===== config.mk =====
export PLATFORM = sky130hd
export DESIGN_NAME = subtitle_yuv_overlay_blend
export DESIGN_NICKNAME = d
export VERILOG_FILES = /design/src/rtl/core/syb_pkg.sv /design/src/rtl/core/subtitle_yuv_overlay_blend.sv /design/src/rtl/core/syb_csc.sv
export SDC_FILE = /design/constraint.sdc
export NUM_CORES = 2
export LEC_CHECK = 0
export BUFFER_PORTS_ARGS = -buffer_cell sky130_fd_sc_hd__buf_2
export CAP_MARGIN = 20
export CORE_AREA = 5 5 391 393
export DETAILED_ROUTE_END_ITERATION = 6
export DIE_AREA = 0 0 396 398
export PLACE_DENSITY_LB_ADDON = 0.15
export SLEW_MARGIN = 20
export SYNTH_ARGS = -nofsm -noshare
export SYNTH_HDL_FRONTEND = slang
export SYNTH_SLANG_ARGS = --single-unit

===== constraint.sdc =====
create_clock -name i_clk -period 7.3 [get_ports i_clk]
set_input_delay 0.73 -clock i_clk [delete_from_list [all_inputs] [get_ports i_clk]]
set_output_delay 0.73 -clock i_clk [all_outputs]
set_load 0.005 [all_outputs]

===== src/rtl/core/syb_pkg.sv =====
package syb_pkg;

    // Configuration port
    localparam int CFG_IDX_W = 8;
    localparam int CFG_DAT_W = 8;

    localparam logic [CFG_IDX_W-1:0] REG_RED          = 8'd0;
    localparam logic [CFG_IDX_W-1:0] REG_GREEN        = 8'd1;
    localparam logic [CFG_IDX_W-1:0] REG_BLUE         = 8'd2;
    localparam logic [CFG_IDX_W-1:0] REG_TRANSPARENCY = 8'd3;

    // BT.709 limited-range coefficients, unsigned Q0.16
    localparam logic [23:0] K_Y_R  = 24'd11966;
    localparam logic [23:0] K_Y_G  = 24'd40254;
    localparam logic [23:0] K_Y_B  = 24'd4064;
    localparam logic [23:0] K_CB_R = 24'd6596;
    localparam logic [23:0] K_CB_G = 24'd22189;
    localparam logic [23:0] K_CB_B = 24'd28784;
    localparam logic [23:0] K_CR_R = 24'd28784;
    localparam logic [23:0] K_CR_G = 24'd26145;
    localparam logic [23:0] K_CR_B = 24'd2639;

    // Offsets in Q8.16
    localparam logic [23:0] LUMA_OFS   = 24'd16 << 16;
    localparam logic [23:0] CHROMA_OFS = 24'd128 << 16;

    // Blend weight scale: 255 * 255 * 129
    localparam int            W_W        = 23;
    localparam logic [W_W-1:0] BLEND_FULL = 23'd8388225;
    localparam int            BLEND_SHIFT = 23;
    localparam int            PROD_W      = W_W + 8;

    typedef struct packed {
        logic [7:0] coverage;
        logic [7:0] dest_luma;
        logic [7:0] dest_cb;
        logic [7:0] dest_cr;
        logic       chroma_site;
    } t_in_item;

    typedef struct packed {
        logic [7:0] out_luma;
        logic [7:0] out_cb;
        logic [7:0] out_cr;
        logic       chroma_written;
    } t_out_item;

    typedef struct packed {
        logic [7:0] y;
        logic [7:0] cb;
        logic [7:0] cr;
    } t_ovl_color;

endpackage


===== src/rtl/core/subtitle_yuv_overlay_blend.sv =====
// Throughput: one item per cycle while i_out_ready is high; four register
// stages (opacity product, weight, blend multipliers, sum and select) each
// hand on one item a cycle, and back-pressure from i_out_ready stalls them.
// Reset (i_rst_n low at a clock edge) empties the pipeline and clears the
// overlay color and transparency registers to zero.
module subtitle_yuv_overlay_blend
    import syb_pkg::*;
(
    input  logic                 i_clk,
    input  logic                 i_rst_n,
    input  logic                 i_in_valid,
    output logic                 o_in_ready,
    input  t_in_item             i_in_item,
    output logic                 o_out_valid,
    input  logic                 i_out_ready,
    output t_out_item            o_out_item,
    input  logic                 i_cfg_valid,
    output logic                 o_cfg_ready,
    input  logic [CFG_IDX_W-1:0] i_cfg_index,
    input  logic [CFG_DAT_W-1:0] i_cfg_data
);

    // Configuration registers
    logic [7:0] r_red;
    logic [7:0] r_green;
    logic [7:0] r_blue;
    logic [7:0] r_transp;
    logic [7:0] opacity;
    t_ovl_color color;

    assign o_cfg_ready = 1'b1;

    always_ff @(posedge i_clk) begin
        if (!i_rst_n) begin
            r_red    <= '0;
            r_green  <= '0;
            r_blue   <= '0;
            r_transp <= '0;
        end else if (i_cfg_valid) begin
            unique case (i_cfg_index)
                REG_RED:          r_red    <= i_cfg_data;
                REG_GREEN:        r_green  <= i_cfg_data;
                REG_BLUE:         r_blue   <= i_cfg_data;
                REG_TRANSPARENCY: r_transp <= i_cfg_data;
                default: ;
            endcase
        end
    end

    assign opacity = 8'd255 - r_transp;

    syb_csc u_csc (
        .i_clk   (i_clk),
        .i_red   (r_red),
        .i_green (r_green),
        .i_blue  (r_blue),
        .o_color (color)
    );

    // Pipeline handshake: a stage loads when empty or when it drains
    logic r_v1, r_v2, r_v3, r_v4;
    logic rdy1, rdy2, rdy3, rdy4;

    assign rdy4       = !r_v4 || i_out_ready;
    assign rdy3       = !r_v3 || rdy4;
    assign rdy2       = !r_v2 || rdy3;
    assign rdy1       = !r_v1 || rdy2;
    assign o_in_ready = rdy1;

    always_ff @(posedge i_clk) begin
        if (!i_rst_n) begin
            r_v1 <= 1'b0;
            r_v2 <= 1'b0;
            r_v3 <= 1'b0;
            r_v4 <= 1'b0;
        end else begin
            if (rdy1) r_v1 <= i_in_valid;
            if (rdy2) r_v2 <= r_v1;
            if (rdy3) r_v3 <= r_v2;
            if (rdy4) r_v4 <= r_v3;
        end
    end

    // Stage 1: coverage * opacity
    t_in_item    r_s1_item;
    logic [15:0] r_s1_cov_op;

    always_ff @(posedge i_clk) begin
        if (rdy1) begin
            r_s1_item   <= i_in_item;
            r_s1_cov_op <= {8'd0, i_in_item.coverage} * {8'd0, opacity};
        end
    end

    // Stage 2: weight = cov_op * 129 and its complement
    t_in_item       r_s2_item;
    logic [W_W-1:0] r_s2_w;
    logic [W_W-1:0] r_s2_inv;
    logic [W_W-1:0] n_w;

    assign n_w = {r_s1_cov_op, 7'd0} + {7'd0, r_s1_cov_op};

    always_ff @(posedge i_clk) begin
        if (rdy2) begin
            r_s2_item <= r_s1_item;
            r_s2_w    <= n_w;
            r_s2_inv  <= BLEND_FULL - n_w;
        end
    end

    // Stage 3: the six blend products
    t_in_item          r_s3_item;
    logic [PROD_W-1:0] r_s3_y_src, r_s3_y_dst;
    logic [PROD_W-1:0] r_s3_cb_src, r_s3_cb_dst;
    logic [PROD_W-1:0] r_s3_cr_src, r_s3_cr_dst;
    logic [PROD_W-1:0] w_ext, inv_ext;

    assign w_ext   = {8'd0, r_s2_w};
    assign inv_ext = {8'd0, r_s2_inv};

    always_ff @(posedge i_clk) begin
        if (rdy3) begin
            r_s3_item   <= r_s2_item;
            r_s3_y_src  <= w_ext   * {{(PROD_W-8){1'b0}}, color.y};
            r_s3_y_dst  <= inv_ext * {{(PROD_W-8){1'b0}}, r_s2_item.dest_luma};
            r_s3_cb_src <= w_ext   * {{(PROD_W-8){1'b0}}, color.cb};
            r_s3_cb_dst <= inv_ext * {{(PROD_W-8){1'b0}}, r_s2_item.dest_cb};
            r_s3_cr_src <= w_ext   * {{(PROD_W-8){1'b0}}, color.cr};
            r_s3_cr_dst <= inv_ext * {{(PROD_W-8){1'b0}}, r_s2_item.dest_cr};
        end
    end

    // Stage 4: sum, floor by the blend shift, chroma select
    // Sums stay at or below 255 * BLEND_FULL < 2^31, so no carry out is lost
    logic [PROD_W-1:0] sum_y, sum_cb, sum_cr;
    t_out_item         n_out;
    t_out_item         r_out;

    assign sum_y  = r_s3_y_src  + r_s3_y_dst;
    assign sum_cb = r_s3_cb_src + r_s3_cb_dst;
    assign sum_cr = r_s3_cr_src + r_s3_cr_dst;

    always_comb begin
        n_out.out_luma = sum_y[BLEND_SHIFT +: 8];
        if (r_s3_item.chroma_site) begin
            n_out.out_cb         = sum_cb[BLEND_SHIFT +: 8];
            n_out.out_cr         = sum_cr[BLEND_SHIFT +: 8];
            n_out.chroma_written = 1'b1;
        end else begin
            n_out.out_cb         = r_s3_item.dest_cb;
            n_out.out_cr         = r_s3_item.dest_cr;
            n_out.chroma_written = 1'b0;
        end
    end

    always_ff @(posedge i_clk) begin
        if (rdy4) begin
            r_out <= n_out;
        end
    end

    assign o_out_valid = r_v4;
    assign o_out_item  = r_out;

endmodule


===== src/rtl/core/syb_csc.sv =====
module syb_csc
    import syb_pkg::*;
(
    input  logic       i_clk,
    input  logic [7:0] i_red,
    input  logic [7:0] i_green,
    input  logic [7:0] i_blue,
    output t_ovl_color o_color
);

    logic [23:0] r24;
    logic [23:0] g24;
    logic [23:0] b24;
    logic [23:0] sum_y;
    logic [23:0] sum_cb;
    logic [23:0] sum_cr;
    t_ovl_color  r_color;

    assign r24 = {16'd0, i_red};
    assign g24 = {16'd0, i_green};
    assign b24 = {16'd0, i_blue};

    // Sums stay positive and below 2^24, so modulo-2^24 arithmetic is exact
    assign sum_y  = K_Y_R * r24 + K_Y_G * g24 + K_Y_B * b24 + LUMA_OFS;
    assign sum_cb = CHROMA_OFS + K_CB_B * b24 - K_CB_R * r24 - K_CB_G * g24;
    assign sum_cr = CHROMA_OFS + K_CR_R * r24 - K_CR_G * g24 - K_CR_B * b24;

    // Color only changes with configuration; register once per cycle
    always_ff @(posedge i_clk) begin
        r_color.y  <= sum_y[23:16];
        r_color.cb <= sum_cb[23:16];
        r_color.cr <= sum_cr[23:16];
    end

    assign o_color = r_color;

endmodule


==> flow_metrics.tcl <==
set metrics [dict create \
    hold_violations 0 \
    synth.cell_area_sq_um 66540 \
    io_buffers 80 \
    rsz0062_at_grt "no" \
    clkLatencyLatePin_ps 680 \
    dieWidth_um 396 \
    num_rows 142 \
    async_flop_share 0 \
    cts_tree "yes" \
    hold_path.class "in2reg" \
    fmax_ghz 0.1446 \
    cts-htree-levels 2 \
    wl_um 172100 \
    cp.required_ps 7870 \
    violations "DRC" \
    cts.sinks 399 \
    clkTransAtPathRegs_ps 60 \
    synth_ff_type "edfxtp_1" \
    layout-drive-gt1-share 0.05135 \
    cts-root-buf "clkbuf_16" \
    critPathMaxFanout 8 \
    grt_pass1_vias 50190 \
    grt.overflow.total 0 \
    yosysTopAreaCellShare 0.3057 \
    worst_pin_slew_ps 1130 \
    via_per_inst 5.298 \
    via_count 46940 \
    grt_use_total 0.2228 \
    setup_violations 0 \
    yosys_warnings 0 \
    cts_hold_buf 0 \
    dr.pass1.iters 7 \
    fillCellCount 14100 \
    antenna_left 0 \
    maxSlewViolCount 0 \
    clock_skew_ps 53.43 \
    yosysTopAreaCell "fa_1" \
    synth-edff-count 339 \
    layout_commonest_cell "inv_1" \
    grt_pass1_wl_um 277900 \
    grt_max_degree 157 \
    drc 3 \
    numCtsBuffers 51 \
    end_kind "register" \
    start_util 0.4464 \
    cap_violations 0 \
    crit_arrival_ps 7480 \
    cts.path.max_buffers 3 \
    ioPinCount 82 \
    dpl.cell_count 8761 \
    syn_to_final_growth_pct 7.074 \
    post_drt_wl_per_cell_um 19.42 \
    cts_setup_buffers 0 \
    dp_hpwl_um 141500 \
    status "finished, violations left" \
    slew_headroom 0.2453 \
    mostFrequentLayoutCells "1177 x inv_1, 1016 x fa_1, 875 x ha_1" \
    syn-mean-instance-area_sq_um 9.745 \
    layoutNonFillerInstCount 8861 \
    synth.net_count 8773 \
    dieArea_sq_um 157600 \
    synth_area_leaders "fa_1 31%, ha_1 16%, edfxtp_1 15%, inv_1 6.6%, and2_1 4.6%" \
    synth-seq-area-share 0.1710 \
    ys_ff_latch 399 \
    gp_congestion 0.8856 \
    final_nets 8817 \
    core_area_sq_um 149100 \
    die_y_um 398 \
    fin_crit_ps 6914 \
    synth_cell_type_count 86 \
    syn_inst 6828 \
    final.period_utilization 0.9471 \
    drt-initial-drc-count 2480 \
    cp-start-kind "register" \
    crit_type "reg2reg" \
    antenna_found_initial 17 \
    fin_tns_setup_ps 0 \
]
-- per-layer routing --
| layer | routed length (um) | global-route usage | share of wire |
|---|---|---|---|
| met3 | 8598 | 0.02649 | 0.050 |
| met1 | 78780 | 0.3117 | 0.46 |
| met4 | 3784 | 0.04702 | 0.022 |
| met2 | 80900 | 0.3747 | 0.47 |
| met5 | 0 | 0 | 0 |
-- synth_stat cells (69+ instances only) --
| master | count |
|---|---|
| a21oi_1 | 253 |
| o21ai_0 | 138 |
| clkbuf_1 | 202 |
| nand3_1 | 69 |
| nand2_1 | 762 |
| fa_1 | 1016 |
| nor3_1 | 84 |
| xnor2_1 | 229 |
| nor2b_1 | 110 |
| ha_1 | 875 |
| and2_1 | 493 |
| a21o_1 | 133 |
| xor2_1 | 115 |
| edfxtp_1 | 339 |
| nor2_1 | 191 |
| inv_1 | 1178 |
-- cell families after synthesis --
group | synth area share
simple gates | 0.1415
fa+ha+maj | 0.4702
buf+inv | 0.07815
compound gates | 0.08609
flops | 0.1710
xor+xnor | 0.04528
mux | 0.007597
other cells | 0.00005636
-- worst max-delay path, cell delays in order (launching register included) --
cell      delay, ps
dfxtp_1         560
fa_1            620
ha_1            340
inv_1            70
fa_1            430
fa_1            510
inv_1            50
ha_1            310
a21oi_1         220
o21bai_1         90
a21o_1          210
a21oi_1         250
inv_1            70
a21oi_1         180
xnor2_1         190
fa_1            460
ha_1            290
o21a_1          190
o21a_1          150
o21ai_0         230
o21bai_1        140
o21ai_0         240
o21ai_0         240
o31a_1          340
a31o_2          270
xor2_1          150
-- stage by stage --
stage	hold WS, ps	setup slack (ps)	instance area [sq um]	util
2_1_floorplan	400.3	636.4	66540	-
5_1_grt	199.5	7.384	71240	0.4779
6_report	243.0	386.1	71240	0.4779
3_5_place_dp	404.5	373.8	69480	0.4661
3_3_place_gp	403.1	327.7	69480	0.4661
4_1_cts	186.3	371.0	71210	0.4777
-- final cells by class --
class,count,area (sq um),area share
multi-input combinational,5045,49970,0.7014
timing repair buffer,197,1306,0.01834
sequential,399,11380,0.1597
clock buffer,58,1323,0.01856
inverter,1178,4423,0.06208
clock inverter,37,400.4,0.005620
tap,1944,2432,0.03414
antenna,3,7.507,0.0001054
-- repair_timing --
| item | 4_1_cts | 5_1_grt |
|---|---|---|
| resized for setup | 0 | 1 |
| setup endpoints to repair | 0 | 1 |
| hold endpoints to repair | 0 | 0 |
-- registers in the layout, indices dropped and copies added (netlist names), 8 cells and up --
register       count
o_out_item        25
r_blue             8
r_green            8
r_red              8
r_s1_cov_op       16
r_s1_item         25
r_s2_inv          22
r_s2_item         25
r_s2_w            23
r_s3_cb_dst       31
r_s3_cb_src       31
r_s3_cr_dst       31
r_s3_cr_src       31
r_s3_item         17
r_s3_y_dst        31
r_s3_y_src        31
r_transp           8
u_csc.o_color     24
-- final timing paths --
path                 from           endpoint  slack (ps)  cells after the start
max              r_red[4]  u_csc.o_color[23]         390                     25
min reg2reg  r_s1_item[9]       r_s2_item[9]         420                      0
max reg2reg      r_red[4]  u_csc.o_color[23]         390                     25
min          i_in_item[0]       r_s1_item[0]         240                      1
Power is not shown: default switching activity piles up to over one toggle a cycle in this logic, so the estimate is an artifact.
